<file path="src/rtl/mbrc_pkg.sv">
// Shared types and constants for the Modbus two-register reply checker.
// No dependencies; imported by every module of the block.
package mbrc_pkg;

  localparam logic [15:0] CRC_PRESET          = 16'hFFFF;
  localparam logic [15:0] CRC_POLY            = 16'hA001;
  localparam logic [7:0]  FUNC_READ_HOLDING   = 8'h03;
  localparam logic [7:0]  EXPECTED_BYTE_COUNT = 8'h04;
  localparam logic [7:0]  MIN_FRAME_BYTES     = 8'd9;

  localparam logic [7:0]  POS_FUNCTION = 8'd1;
  localparam logic [7:0]  POS_COUNT    = 8'd2;
  localparam logic [7:0]  POS_PAYLOAD0 = 8'd3;
  localparam logic [7:0]  POS_PAYLOAD3 = 8'd6;

  typedef struct packed {
    logic        ok;
    logic [15:0] reg_high;
    logic [15:0] reg_low;
  } mbrc_result_t;

endpackage

</file>
<file path="src/rtl/modbus_two_register_reply_checker_unit.sv">
// Top level of the Modbus RTU two-register reply checker: input and result registers.
// Depends on mbrc_pkg and mbrc_frame_check.
//
// Usage:
//   The slave channel (in_*) takes one reply byte per word, in wire order, with
//   in_tlast high on the final byte of the frame. Bytes that are not last give
//   no result. On the last byte the master channel (out_*) carries one word:
//   out_tuser is the ok flag, out_tdata carries both registers and their 32-bit
//   combination; all three are zero when the check fails.
//   A byte accepted into the input register is checked from there against the
//   frame state; the result of a last byte is registered into the word on out_tvalid.
//   Throughput: one byte per cycle while no last byte waits on the result word,
//   set by the single registered pass through the eight-step CRC and compare logic.
//   Reset (rst_n low, synchronous) clears the input and result valid flags and
//   returns the CRC to all ones and every counter and capture to zero. The same
//   frame state is cleared after each last byte, ready for the next frame.
//   When the receiver stalls, the result word holds; the input register keeps
//   taking non-last bytes, and a last byte waits until the result word drains.
module modbus_two_register_reply_checker_unit import mbrc_pkg::*; #(
  parameter int MAX_FRAME_BYTES = 255
) (
  input  logic        clk,
  input  logic        rst_n,
  input  logic        in_tvalid,
  output logic        in_tready,
  input  logic [7:0]  in_tdata,   // [7:0] data_byte
  input  logic        in_tlast,   // last_byte
  output logic        out_tvalid,
  input  logic        out_tready,
  output logic [63:0] out_tdata,  // [15:0] reg_high, [31:16] reg_low, [63:32] combined_value
  output logic        out_tuser   // ok
);

  logic         s1_valid_r;
  logic [7:0]   s1_data_r;
  logic         s1_last_r;
  logic         go;
  mbrc_result_t res;

  logic         out_valid_r;
  logic         out_ok_r;
  logic [15:0]  out_high_r;
  logic [15:0]  out_low_r;

  assign go        = s1_valid_r && (!s1_last_r || !out_valid_r || out_tready);
  assign in_tready = !s1_valid_r || go;

  always_ff @(posedge clk) begin
    if (!rst_n) begin
      s1_valid_r <= 1'b0;
    end else if (in_tready) begin
      s1_valid_r <= in_tvalid;
    end
  end

  always_ff @(posedge clk) begin
    if (in_tready && in_tvalid) begin
      s1_data_r <= in_tdata;
      s1_last_r <= in_tlast;
    end
  end

  mbrc_frame_check #(
    .MAX_FRAME_BYTES (MAX_FRAME_BYTES)
  ) u_check (
    .clk       (clk),
    .rst_n     (rst_n),
    .advance   (go),
    .data_byte (s1_data_r),
    .last_byte (s1_last_r),
    .result    (res)
  );

  always_ff @(posedge clk) begin
    if (!rst_n) begin
      out_valid_r <= 1'b0;
    end else if (go && s1_last_r) begin
      out_valid_r <= 1'b1;
    end else if (out_tready) begin
      out_valid_r <= 1'b0;
    end
  end

  always_ff @(posedge clk) begin
    if (go && s1_last_r) begin
      out_ok_r   <= res.ok;
      out_high_r <= res.reg_high;
      out_low_r  <= res.reg_low;
    end
  end

  assign out_tvalid = out_valid_r;
  assign out_tuser  = out_ok_r;
  assign out_tdata  = {out_high_r, out_low_r, out_low_r, out_high_r};

endmodule

</file>
<file path="src/rtl/mbrc_crc16.sv">
// One-byte CRC-16 update, reflected polynomial, eight shift steps unrolled.
// Depends on mbrc_pkg for the polynomial.
module mbrc_crc16 import mbrc_pkg::*; (
  input  logic [15:0] crc_in,
  input  logic [7:0]  data_in,
  output logic [15:0] crc_out
);

  always_comb begin
    logic [15:0] c;
    c = crc_in ^ {8'h00, data_in};
    for (int i = 0; i < 8; i++) begin
      if (c[0]) begin
        c = (c >> 1) ^ CRC_POLY;
      end else begin
        c = c >> 1;
      end
    end
    crc_out = c;
  end

endmodule

</file>
<file path="src/rtl/mbrc_frame_check.sv">
// Frame state: running CRC, trailer delay, byte count, header and payload capture.
// Depends on mbrc_pkg and mbrc_crc16; builds the verdict on the last byte.
module mbrc_frame_check import mbrc_pkg::*; #(
  parameter int MAX_FRAME_BYTES = 255
) (
  input  logic         clk,
  input  logic         rst_n,
  input  logic         advance,
  input  logic [7:0]   data_byte,
  input  logic         last_byte,
  output mbrc_result_t result
);

  localparam logic [7:0] MAX_BYTES = 8'(MAX_FRAME_BYTES);

  logic [15:0] crc_r, crc_nxt, crc_step;
  logic [7:0]  seen_r, seen_nxt;
  logic [7:0]  func_r, func_nxt;
  logic [7:0]  count_r, count_nxt;
  logic [7:0]  pay_r [4];
  logic [7:0]  pay_nxt [4];
  logic [7:0]  td0_r, td0_nxt;
  logic [7:0]  td1_r, td1_nxt;
  logic        over_r, over_nxt;
  logic        ok;
  logic [1:0]  pay_idx;

  mbrc_crc16 u_crc (
    .crc_in  (crc_r),
    .data_in (td0_r),
    .crc_out (crc_step)
  );

  assign pay_idx = 2'(seen_r - POS_PAYLOAD0);

  always_comb begin
    crc_nxt   = (seen_r >= POS_COUNT) ? crc_step : crc_r;
    td0_nxt   = td1_r;
    td1_nxt   = data_byte;
    func_nxt  = (seen_r == POS_FUNCTION) ? data_byte : func_r;
    count_nxt = (seen_r == POS_COUNT) ? data_byte : count_r;
    for (int i = 0; i < 4; i++) begin
      pay_nxt[i] = pay_r[i];
    end
    if (seen_r >= POS_PAYLOAD0 && seen_r <= POS_PAYLOAD3) begin
      pay_nxt[pay_idx] = data_byte;
    end
    if (seen_r >= MAX_BYTES) begin
      over_nxt = 1'b1;
      seen_nxt = seen_r;
    end else begin
      over_nxt = over_r;
      seen_nxt = seen_r + 8'd1;
    end
    ok = !over_nxt && (seen_nxt >= MIN_FRAME_BYTES)
      && (func_nxt == FUNC_READ_HOLDING) && (count_nxt == EXPECTED_BYTE_COUNT)
      && (td0_nxt == crc_nxt[7:0]) && (td1_nxt == crc_nxt[15:8]);
    result.ok       = ok;
    result.reg_high = ok ? {pay_nxt[0], pay_nxt[1]} : 16'h0000;
    result.reg_low  = ok ? {pay_nxt[2], pay_nxt[3]} : 16'h0000;
  end

  always_ff @(posedge clk) begin
    if (!rst_n || (advance && last_byte)) begin
      crc_r   <= CRC_PRESET;
      seen_r  <= '0;
      func_r  <= '0;
      count_r <= '0;
      td0_r   <= '0;
      td1_r   <= '0;
      over_r  <= 1'b0;
      for (int i = 0; i < 4; i++) begin
        pay_r[i] <= '0;
      end
    end else if (advance) begin
      crc_r   <= crc_nxt;
      seen_r  <= seen_nxt;
      func_r  <= func_nxt;
      count_r <= count_nxt;
      td0_r   <= td0_nxt;
      td1_r   <= td1_nxt;
      over_r  <= over_nxt;
      for (int i = 0; i < 4; i++) begin
        pay_r[i] <= pay_nxt[i];
      end
    end
  end

endmodule
</file>
<file path="config.mk">
export PLATFORM = sky130hd
export DESIGN_NAME = modbus_two_register_reply_checker_unit
export DESIGN_NICKNAME = d
export VERILOG_FILES = /design/src/rtl/mbrc_pkg.sv /design/src/rtl/modbus_two_register_reply_checker_unit.sv /design/src/rtl/mbrc_crc16.sv /design/src/rtl/mbrc_frame_check.sv
export SDC_FILE = /design/constraint.sdc
export NUM_CORES = 1
export LEC_CHECK = 0
export BUFFER_PORTS_ARGS = -buffer_cell sky130_fd_sc_hd__buf_2
export CAP_MARGIN = 15
export CELL_PAD_IN_SITES_DETAIL_PLACEMENT = 0
export CELL_PAD_IN_SITES_GLOBAL_PLACEMENT = 1
export CORE_MARGIN = 2
export CORE_UTILIZATION = 47
export DETAILED_ROUTE_END_ITERATION = 12
export PLACE_DENSITY = 0.78
export SYNTH_ARGS = -nofsm -noshare
export SYNTH_HDL_FRONTEND = slang
export SYNTH_SLANG_ARGS = --single-unit
</file>
<file path="constraint.sdc">
create_clock -name clk -period 4.1 [get_ports clk]
set_clock_uncertainty 0.15 [all_clocks]
set_input_delay 0.41 -clock clk [delete_from_list [all_inputs] [get_ports clk]]
set_output_delay 0.41 -clock clk [all_outputs]
set_load 0.02 [all_outputs]
</file>
==> results of run 1 <==
worst paths after layout:
check	depth (start not counted)	end	from	slack, ps
max	8	out_low_r[2]$_SDFFCE_PN0P_	u_check.seen_r[5]$_SDFFE_PP0P_	730
min	1	s1_data_r[5]$_DFFE_PP_	in_tdata[5]	10
max reg2reg	8	out_low_r[2]$_SDFFCE_PN0P_	u_check.seen_r[5]$_SDFFE_PP0P_	730
min reg2reg	2	u_check.td0_r[1]$_SDFFE_PP0P_	u_check.td0_r[1]$_SDFFE_PP0P_	320
routing by layer:
layer	vias to the layer above	GRT usage, %	share of wire [%]
li1	2153	-	-
met1	2255	28.3	46
met2	121	33.7	48
met3	22	5.90	4.8
met4	0	6.82	1.6
met5	-	0	0
sequential cells by signal (all words and copies together) (netlist names), 16 cells and up:
register / count
out_high_r: 16
out_low_r: 16
u_check.crc_r: 16
u_check.pay_r: 32
metrics by stage:
step	setup WS [ps]	std cells
3_5_place_dp	763	775
6_report	735	814
4_1_cts	745	809
2_1_floorplan	965	576
3_3_place_gp	824	775
5_1_grt	507	814
cells by family (layout without fill, tap and decap cells):
group           after synthesis  after routing
fa+ha+maj                     6              6
mux                          39             39
buf+inv                      82            140
flops                       133            133
compound gates               93             93
simple gates                182            182
xor+xnor                     41             41
cells in the final DEF, fill, tap and decap left out, types with 3 or more instances in the layout:
master / Yosys / layout
sky130_fd_sc_hd__nor2_1: 81 / 80
sky130_fd_sc_hd__inv_1: 10 / 10
sky130_fd_sc_hd__or3_1: 4 / 4
sky130_fd_sc_hd__a31oi_1: 5 / 5
sky130_fd_sc_hd__nor3_1: 7 / 7
sky130_fd_sc_hd__nor4b_2: 29 / 29
sky130_fd_sc_hd__nand2_1: 24 / 24
sky130_fd_sc_hd__nand3_1: 4 / 4
sky130_fd_sc_hd__clkbuf_16: 0 / 18
sky130_fd_sc_hd__a21oi_1: 18 / 18
sky130_fd_sc_hd__nor4b_1: 4 / 4
sky130_fd_sc_hd__xor2_1: 11 / 10
sky130_fd_sc_hd__a211oi_1: 3 / 3
sky130_fd_sc_hd__buf_2: 8 / 79
sky130_fd_sc_hd__nor4_1: 7 / 7
sky130_fd_sc_hd__buf_4: 32 / 12
sky130_fd_sc_hd__edfxtp_1: 74 / 74
sky130_fd_sc_hd__o22a_1: 13 / 13
sky130_fd_sc_hd__xnor2_1: 28 / 27
sky130_fd_sc_hd__clkbuf_8: 0 / 3
sky130_fd_sc_hd__bufinv_16: 0 / 3
sky130_fd_sc_hd__a22o_1: 29 / 29
sky130_fd_sc_hd__clkbuf_1: 26 / 4
sky130_fd_sc_hd__mux2i_1: 38 / 37
sky130_fd_sc_hd__nand4_1: 3 / 3
sky130_fd_sc_hd__dlygate4sd3_1: 0 / 5
sky130_fd_sc_hd__ha_1: 6 / 6
sky130_fd_sc_hd__o21ai_0: 13 / 13
sky130_fd_sc_hd__nor2b_1: 4 / 4
sky130_fd_sc_hd__and3_1: 3 / 3
sky130_fd_sc_hd__dfxtp_1: 59 / 59
final cells by class:
cell class,instances,area (um^2)
Fill cell,1158,6160
Sequential cell,133,3400
Multi-Input combinational cell,361,2710
Timing Repair Buffer,98,561
Clock buffer,25,507
Tap cell,180,225
Clock inverter,7,116
Inverter,10,37.5
power by group through the flow:
stage / clock [mW] / sequential (mW) / combinational (mW)
floorplan: 0 / 1.51 / 0.135
global placement: 0 / 1.50 / 0.193
detailed placement: 0 / 1.51 / 0.195
CTS: 1.62 / 1.48 / 0.197
global route: 1.67 / 1.48 / 0.216
finish: 1.59 / 1.48 / 0.199
==> results by group, run 1 <==
Logic synthesis
  • Flops & latches, synth: 133
  • Number of enable flip-flop cells after synthesis: 74
  • Most used DFF post-synth: sky130_fd_sc_hd__edfxtp_1
  • Syn nets: 595
  • Adder-cell share of the synthesized area: 1.15%
  • Main area contributors after synthesis: sky130_fd_sc_hd__edfxtp_1, sky130_fd_sc_hd__dfxtp_1, sky130_fd_sc_hd__nor4b_2
  • Library cell with the largest summed area after synthesis: sky130_fd_sc_hd__edfxtp_1
  • Top cells by instance count after synthesis: sky130_fd_sc_hd__nor2_1, sky130_fd_sc_hd__edfxtp_1, sky130_fd_sc_hd__dfxtp_1
  • Yosys Warn Count: 0
  • Summed instance area of the synthesized netlist: 6550 um^2
  • Area share of xor/xnor cells in the synthesized design: 5.91%
  • Post-synthesis instance total: 576
  • Simple-gate share of the synthesized area: 17.6%
  • Post-synth ARST share: 0%
  • Dominant combinational cell family by area after synthesis: simple AND/OR/NAND/NOR gates
  • Synth Area in Compound Gates: 10.2%
  • Most numerous cell in the Yosys netlist: sky130_fd_sc_hd__nor2_1
  • Avg Synthesized Cell Area: 11.4 um^2
  • Distinct cell type count after synthesis: 49
  • Share of synthesized area occupied by flip-flops and latches: 52.0%
  • Mux contribution to synthesized area: 5.98%
  • Fraction of synthesized cell area taken by the top area cell type: 34.0%

CTS
  • Clock-pin slew of the registers on the worst-case setup and hold paths: 60 ps
  • Clk buf depth: 2
  • Master cell of the clock root buffer: sky130_fd_sc_hd__clkbuf_16
  • H-tree depth: 4
  • Buffer count from post-CTS setup fixing: 0
  • Latest clock arrival within the worst-skew pair: 430 ps
  • Post-CTS Hold Buffers: 2
  • Number of sinks on the clock net: 133
  • Number of CTS-inserted buffers: 17
  • Clock tree from TritonCTS: done
  • Number of gates given a new drive strength after cts: 0

Power
  • Sequential fraction of design power: 45.2%
  • Worst IR drop on VDD: 0.314 mV
  • Total Power Consumption: 3.27 mW
  • Power per cell area: 433 nW/um^2
  • Static Leakage: 2.91 nW
  • Switching part of the total: 21.9%
  • Combinational group share of total power: 6.1%
  • Internal power consumption: 2.56 mW
  • Clock network fraction of total power: 48.7%
  • NetSw: 0.716 mW

Timing
  • Setup repair after global routing missed its margin: false
  • Final total negative setup slack: 0 ps
  • Fin. max-slew vios: 0
  • Max-slew headroom: 30.2%
  • Final clock period utilization by the worst path: 82.1%
  • Worst Tran Pin Value: 1040 ps
  • Final min period: 3370 ps
  • Final-layout worst hold slack: 11.3 ps
  • F_max: 297 MHz
  • Hold violation total from the final report: 0
  • # setup viols final: 0

Die
  • Die area: 14,900 um^2
  • Count of standard-cell rows: 43
  • I/O pins: 80
  • DIE WIDTH: 122 um
  • Chip Height: 122 um
  • Area of the placeable core: 13,700 um^2
  • Starting density of the core: 47.7%

Global routing
  • Global-route wire length before repair: 23,900 um
  • Number of antenna violations at the first check in global routing: 0
  • All-Layer GR Usage: 21.3%
  • Via count of the first global-routing pass: 4,523
  • Pin count of the biggest net entering global routing: 37
  • Overflow left after global routing: 0

Run status
  • Run status: finished clean

Worst setup path
  • Data arrival time of the critical path: 3440 ps
  • Category of the worst setup path capture point: register
  • Critical path's top delay family: simple AND/OR/NAND/NOR gates
  • CP startpoint kind: register
  • Max stage delay cell, worst path: sky130_fd_sc_hd__or3_1
  • Slowest stage delay, CP: 640 ps
  • Crit path buffers/inverters: 1
  • CP Max Fanout: 33
  • Critical-path cell list: or3_1, or3_1, mux2i_1, xnor2_1, nor4_2, nand4_2, buf_4, nor4b_1
  • Worst Setup Path Type: reg2reg
  • Crit-path most repeated cell: sky130_fd_sc_hd__or3_1
  • Worst endpoint required time: 4170 ps

Placement
  • Weighted congestion reported at the end of routability-driven placement: 0.870
  • Standard cell area after detailed placement: 6880 um^2
  • Detail Placement HPWL: 9700 um
  • Count of input and output buffers: 79

Drt
  • Via count of the routed design: 4,551
  • Pre-antenna DRT Iters: 5
  • Routed WL: 15,000 um
  • Routed length per placed instance: 18.4 um
  • Antenna Nets Post-Route: 0
  • Violation count after the first detailed-route iteration: 330
  • Via density per instance: 5.59
  • Remaining DRCs: 0

Worst hold path
  • Hold Path Class: in2reg

Finish
  • Fraction of layout instances using a drive strength above 1: 25.1%
  • Final cell area excluding filler cells: 7560 um^2
  • Number of nets in the finished design: 640
  • Area Growth Syn to Fin: 15.5%
  • Number of inserted diodes: 0
  • Share of the core filled with cells in the final layout: 55.1%

Run
  • Maximum Capacitance Violations: 0
Note: power is estimated with default switching activity, not from simulation.
==> run 2: changes to the inputs <==
==> constraint.sdc (replaced) <==
create_clock -name clk -period 3.3 [get_ports clk]
set_clock_uncertainty 0.15 [all_clocks]
set_input_delay 0.33 -clock clk [delete_from_list [all_inputs] [get_ports clk]]
set_output_delay 0.33 -clock clk [all_outputs]
set_load 0.02 [all_outputs]
==> results by group, run 2 (synthesis gave the netlist of run 1 again) <==
Power
  • Combinational group share of total power: 6.9% (+0.8 points)
  • Clock network fraction of total power: 45.8% (-2.9 points)
  • Total Power Consumption: 3.86 mW (+18%)
  • Internal power consumption: 2.98 mW (+17%)
  • Worst IR drop on VDD: 0.514 mV (+63%)
  • Static Leakage: 2.99 nW (+2.7%)
  • Power per cell area: 501 nW/um^2 (+16%)
  • Switching part of the total: 22.8% (+0.94 points)
  • Sequential fraction of design power: 47.3% (+2.1 points)
  • NetSw: 0.881 mW (+23%)

Worst setup path
  • Termination of the worst setup path: out_high_r[11]$_SDFFCE_PN0P_
  • Data arrival time of the critical path: 3010 ps (-430 ps)
  • CP startpoint kind: register
  • CP Max Fanout: 33 (unchanged)
  • End of the worst register-to-register path: out_high_r[11]$_SDFFCE_PN0P_
  • Worst endpoint required time: 3310 ps (-860 ps)
  • Timing startpoint of the critical path: u_check.crc_r[4]$_SDFFE_PP1P_
  • Worst reg-to-reg setup slack: 290 ps (-440 ps)
  • Length in cells of the worst reg-to-reg path: 8 (unchanged)
  • Category of the worst setup path capture point: register
  • Worst Setup Path Type: reg2reg
  • Worst r2r src: u_check.crc_r[4]$_SDFFE_PP1P_

Placement
  • Weighted congestion reported at the end of routability-driven placement: 0.871 (+0.15%)
  • Detail Placement HPWL: 9790 um (+0.89%)
  • Post-placement cell count: 796 (+2.7%)
  • Post-place setup slack: 144 ps (-620 ps)
  • Standard cell area after detailed placement: 7060 um^2 (+2.7%)
  • Count of input and output buffers: 79 (unchanged)

Die
  • Die area: 14,900 um^2 (unchanged)
  • Chip Height: 122 um (unchanged)
  • Area of the placeable core: 13,700 um^2 (unchanged)
  • I/O pins: 80 (unchanged)
  • DIE WIDTH: 122 um (unchanged)
  • Count of standard-cell rows: 43 (unchanged)
  • Starting density of the core: 47.7% (unchanged)

Global routing
  • Overflow left after global routing: 0 (unchanged)
  • Number of antenna violations at the first check in global routing: 0 (unchanged)
  • Via count of the first global-routing pass: 4,619 (+2.1%)
  • Pin count of the biggest net entering global routing: 35 (-5.4%)
  • All-Layer GR Usage: 21.7% (+0.41 points)
  • Global-route wire length before repair: 24,400 um (+2.2%)

Finish
  • Most flop-heavy register: u_check.pay_r
  • Most frequent standard cell in the layout excluding fill and tap cells: sky130_fd_sc_hd__nor2_1
  • Fraction of layout instances using a drive strength above 1: 27.1% (+2.1 points)
  • # fillers: 1,188 (+2.6%)
  • Share of the core filled with cells in the final layout: 56.2% (+1.1 points)
  • Number of inserted diodes: 0 (unchanged)
  • Flip-flop count of the largest register, all copies and words added: 32 (unchanged)
  • Area Growth Syn to Fin: 17.9%
  • Area of the multi-input gates: 2730 um^2 (+0.60%)
  • Highest-count cells in the layout ignoring fill and taps: sky130_fd_sc_hd__nor2_1, sky130_fd_sc_hd__buf_2, sky130_fd_sc_hd__edfxtp_1
  • Final cell area excluding filler cells: 7710 um^2 (+2.0%)
  • Fin cells: 836 (+2.7%)
  • Sequential cell area: 3400 um^2 (unchanged)
  • Number of nets in the finished design: 663 (+3.6%)

Timing
  • Final clock period utilization by the worst path: 91.1% (+9.0 points)
  • F_max: 333 MHz (+12%)
  • Final total negative setup slack: 0 ps (unchanged)
  • Hold violation total from the final report: 0 (unchanged)
  • # setup viols final: 0 (unchanged)
  • Max-slew headroom: 27.7% (-2.4 points)
  • Worst Tran Pin Value: 1080 ps (+39.2 ps)
  • Fin. max-slew vios: 0 (unchanged)
  • Final-layout worst hold slack: 50.3 ps (+39.0 ps)
  • Final min period: 3010 ps (-360 ps)
  • Final Worst Setup Slack: 295 ps (-440 ps)
  • Setup repair after global routing missed its margin: false

CTS
  • Clock tree from TritonCTS: done
  • Number of sinks on the clock net: 133 (unchanged)
  • Latest clock arrival within the worst-skew pair: 420 ps (about the same)
  • Number of CTS-inserted buffers: 17 (unchanged)
  • Clock-pin slew of the registers on the worst-case setup and hold paths: 60 ps (about the same)
  • H-tree depth: 4 (unchanged)
  • Buffer count from post-CTS setup fixing: 0 (unchanged)
  • Master cell of the clock root buffer: sky130_fd_sc_hd__clkbuf_16
  • Clk buf depth: 2 (unchanged)

Run
  • Maximum Capacitance Violations: 0 (unchanged)

Run status
  • Run status: finished clean

Drt
  • Routed WL: 14,800 um (-1.3%)
  • Remaining DRCs: 0 (unchanged)
  • Violation count after the first detailed-route iteration: 275 (-17%)
  • Via density per instance: 5.47 (-2.2%)
  • Antenna Nets Post-Route: 0 (unchanged)
  • Routed length per placed instance: 17.7 um (-3.9%)
  • Pre-antenna DRT Iters: 4 (-1)
  • Via count of the routed design: 4,570 (+0.42%)

Worst hold path
  • Hold Path Class: in2reg
## run 2: cell types whose count changed in the layout (fill, tap and decap cells not counted), sizes merged
cell	delta
buf	+20
clkinvlp	+1
clkbuf	-7
inv	-1
clkinv	+6
dlygate4sd3	+4
bufinv	-1
## run 2: how the worst min path moves through the flow
stage	startpoint	end	cells past startpoint
global route	in_tvalid	s1_valid_r$_SDFFE_PN0N_	3
detailed placement	u_check.count_r[1]$_SDFFE_PP0P_	u_check.count_r[1]$_SDFFE_PP0P_	1
CTS	in_tvalid	s1_valid_r$_SDFFE_PN0N_	3
floorplan	in_tdata[0]	s1_data_r[0]$_DFFE_PP_	0
finish	in_tvalid	s1_valid_r$_SDFFE_PN0N_	3
global placement	u_check.count_r[2]$_SDFFE_PP0P_	u_check.count_r[2]$_SDFFE_PP0P_	1
## run 2: final cells by class
cell class / count / share of cell area, %
sequential: 133 / 44.1
clock inverter: 12 / 1.48
tap: 180 / 2.92
timing repair buffer: 121 / 10.0
inverter: 10 / 0.487
multi-input combinational: 361 / 35.4
clock buffer: 19 / 5.61
## run 2: critical path, cell delays in order, from the launching register on
cell and delay (ps):
sky130_fd_sc_hd__dfxtp_1 340, sky130_fd_sc_hd__xnor2_1 280, sky130_fd_sc_hd__xor2_1 380, sky130_fd_sc_hd__xnor3_1 480, sky130_fd_sc_hd__xor2_1 310, sky130_fd_sc_hd__mux2i_2 310
sky130_fd_sc_hd__buf_12 220, sky130_fd_sc_hd__nor2_1 80, sky130_fd_sc_hd__nor4b_2 160
## run 2: metal layers
metal	part of all wire [%]	GRT usage (%)	up-vias
li1	-	-	2200
met4	1.7	8.84	0
met5	0	0	-
met3	5.2	5.52	22
met1	44	27.5	2226
met2	49	35.4	122
## run 2: timing repair
item                                    4_1_cts  5_1_grt
hold buffers                                  9        0
endpoints found under the setup margin        0       33
resized for setup                             0        4
endpoints found under the hold margin         9        0
## run 2: power by group through the flow
stage                     Combinational [mW]  Sequential (mW)  Clock (mW)
final                                  0.267             1.83        1.77
after global routing                   0.291             1.83        1.86
after CTS                              0.267             1.83        1.79
after detailed placement               0.258             1.86           0
after global placement                 0.256             1.86           0
after floorplan                        0.168             1.87           0
==> run 3: changes to the inputs <==
--- a/config.mk
+++ b/config.mk
@@ -9,6 +9,7 @@
 export CAP_MARGIN = 15
 export CELL_PAD_IN_SITES_DETAIL_PLACEMENT = 0
 export CELL_PAD_IN_SITES_GLOBAL_PLACEMENT = 1
+export CORE_ASPECT_RATIO = 0.5
 export CORE_MARGIN = 2
 export CORE_UTILIZATION = 47
 export DETAILED_ROUTE_END_ITERATION = 12
==> results by group, run 3 (synthesis gave the netlist of run 1 again) <==
Timing
  • F_max: 339 MHz (+1.9%)
  • Final total negative setup slack: 0 ps (unchanged)
  • Final clock period utilization by the worst path: 89.4% (-1.7 points)
  • Final-layout worst hold slack: 21.7 ps (-28.5 ps)
  • Max-slew headroom: 31.4% (+3.7 points)
  • Fin. max-slew vios: 0 (unchanged)
  • Setup repair after global routing missed its margin: false
  • # setup viols final: 0 (unchanged)
  • Hold violation total from the final report: 0 (unchanged)
  • Worst Tran Pin Value: 1030 ps (-57.3 ps)
  • Final Worst Setup Slack: 350 ps (+54.9 ps)
  • Final min period: 2950 ps (-54.9 ps)

Finish
  • Area Growth Syn to Fin: 18.0% (about the same)
  • Number of nets in the finished design: 662 (-0.15%)
  • Fraction of layout instances using a drive strength above 1: 27.6% (+0.46 points)
  • Most frequent standard cell in the layout excluding fill and tap cells: sky130_fd_sc_hd__nor2_1
  • Highest-count cells in the layout ignoring fill and taps: sky130_fd_sc_hd__nor2_1, sky130_fd_sc_hd__buf_2, sky130_fd_sc_hd__edfxtp_1
  • Fin cells: 848 (+1.4%)
  • Most flop-heavy register: u_check.pay_r
  • Share of the core filled with cells in the final layout: 56.8% (+0.59 points)
  • Number of inserted diodes: 0 (unchanged)
  • Final cell area excluding filler cells: 7720 um^2 (about the same)
  • Flip-flop count of the largest register, all copies and words added: 32 (unchanged)

Placement
  • Detail Placement HPWL: 9360 um (-4.4%)
  • Weighted congestion reported at the end of routability-driven placement: 0.836 (-4.0%)
  • Post-place setup slack: 191 ps (+47.2 ps)
  • Post-placement cell count: 807 (+1.4%)
  • Standard cell area after detailed placement: 7080 um^2 (+0.28%)
  • Count of input and output buffers: 79 (unchanged)

Drt
  • Violation count after the first detailed-route iteration: 427 (+55%)
  • Remaining DRCs: 0 (unchanged)
  • Via count of the routed design: 4,590 (+0.44%)
  • Via density per instance: 5.41 (-0.98%)
  • Routed length per placed instance: 17.4 um (-1.7%)
  • Antenna Nets Post-Route: 0 (unchanged)
  • Pre-antenna DRT Iters: 5 (+1)
  • Routed WL: 14,800 um (-0.33%)

Global routing
  • Overflow left after global routing: 0 (unchanged)
  • Via count of the first global-routing pass: 4,402 (-4.7%)
  • Number of antenna violations at the first check in global routing: 0 (unchanged)
  • Pin count of the biggest net entering global routing: 35 (unchanged)
  • All-Layer GR Usage: 21.3% (-0.41 points)
  • Global-route wire length before repair: 23,900 um (-2.2%)

Worst setup path
  • Critical-path cell list: xnor2_1, xnor2_1, xnor3_1, xor2_1, mux2i_2, buf_12, nor2_1, nor4b_2
  • Category of the worst setup path capture point: register
  • Length in cells of the worst reg-to-reg path: 8 (unchanged)
  • Worst endpoint required time: 3330 ps (+20 ps)
  • Data arrival time of the critical path: 2980 ps (-30 ps)
  • Slowest stage delay, CP: 510 ps (+30 ps)
  • Critical path's top delay family: XOR/XNOR gates
  • CP Max Fanout: 33 (unchanged)
  • Max stage delay cell, worst path: sky130_fd_sc_hd__xnor3_1
  • Crit path buffers/inverters: 1 (unchanged)
  • Worst Setup Path Type: reg2reg
  • CP startpoint kind: register
  • Logic depth of the worst setup path including buffers: 8 (unchanged)
  • Crit-path most repeated cell: sky130_fd_sc_hd__xnor2_1

Run status
  • Run status: finished clean

CTS
  • Master cell of the clock root buffer: sky130_fd_sc_hd__clkbuf_16
  • H-tree depth: 4 (unchanged)
  • Buffer count from post-CTS setup fixing: 0 (unchanged)
  • Clock-pin slew of the registers on the worst-case setup and hold paths: 60 ps (about the same)
  • Clock tree from TritonCTS: done
  • Clk buf depth: 2 (unchanged)
  • Latest clock arrival within the worst-skew pair: 430 ps (about the same)
  • Number of CTS-inserted buffers: 17 (unchanged)
  • Number of sinks on the clock net: 133 (unchanged)

Worst hold path
  • Depth of the worst hold-timing path: 3 (unchanged)
  • Hold Path Class: in2reg

Die
  • Area of the placeable core: 13,600 um^2 (-0.96%)
  • Starting density of the core: 48.2% (+0.46 points)
  • Chip Height: 87.4 um (-28%)
  • DIE WIDTH: 171 um (+40%)
  • Die area: 14,900 um^2 (+0.39%)
  • I/O pins: 80 (unchanged)
  • Count of standard-cell rows: 30 (-30%)

Power
  • Total Power Consumption: 3.86 mW (about the same)
  • Worst IR drop on VDD: 0.327 mV (-36%)
  • Power per cell area: 500 nW/um^2 (-0.16%)
  • Static Leakage: 2.99 nW (-0.10%)

Run
  • Maximum Capacitance Violations: 0 (unchanged)
## run 3: power breakdown
group          switching (mW)  internal, mW
registers              0.0293          1.80
clock network           0.786         0.980
logic                   0.174        0.0942
## run 3: metal layers
layer	GRT usage, %	share of wire (%)
met5	0	0
met4	7.40	1.4
met3	5.32	5.1
met2	33.5	44
met1	28.9	49
## run 3: worst min-delay path: stages
cell                       delay [ps]
sky130_fd_sc_hd__buf_2             90
sky130_fd_sc_hd__inv_1             50
sky130_fd_sc_hd__a21boi_0          70
## run 3: final cells by class
class / count / area [um^2]
clock buffers: 18 / 429
well taps: 192 / 240
clock inverters: 14 / 119
fillers: 1139 / 5870
inverters: 10 / 37.5
repair buffers: 120 / 776
flip-flops and latches: 133 / 3400
multi-input cells: 361 / 2720
## run 3: final timing paths
kind	start	to	slack (ps)
worst max-delay path	u_check.crc_r[1]$_SDFFE_PP1P_	out_low_r[4]$_SDFFCE_PN0P_	350
worst min-delay path	in_tvalid	s1_valid_r$_SDFFE_PN0N_	20
worst max register to register	u_check.crc_r[1]$_SDFFE_PP1P_	out_low_r[4]$_SDFFCE_PN0P_	350
worst min register to register	u_check.count_r[2]$_SDFFE_PP0P_	u_check.count_r[2]$_SDFFE_PP0P_	330
## run 3: repair_timing
action,4_1_cts,5_1_grt
resized for setup,0,1
hold endpoints to repair,9,0
hold buffers,9,0
setup endpoints to repair,0,1
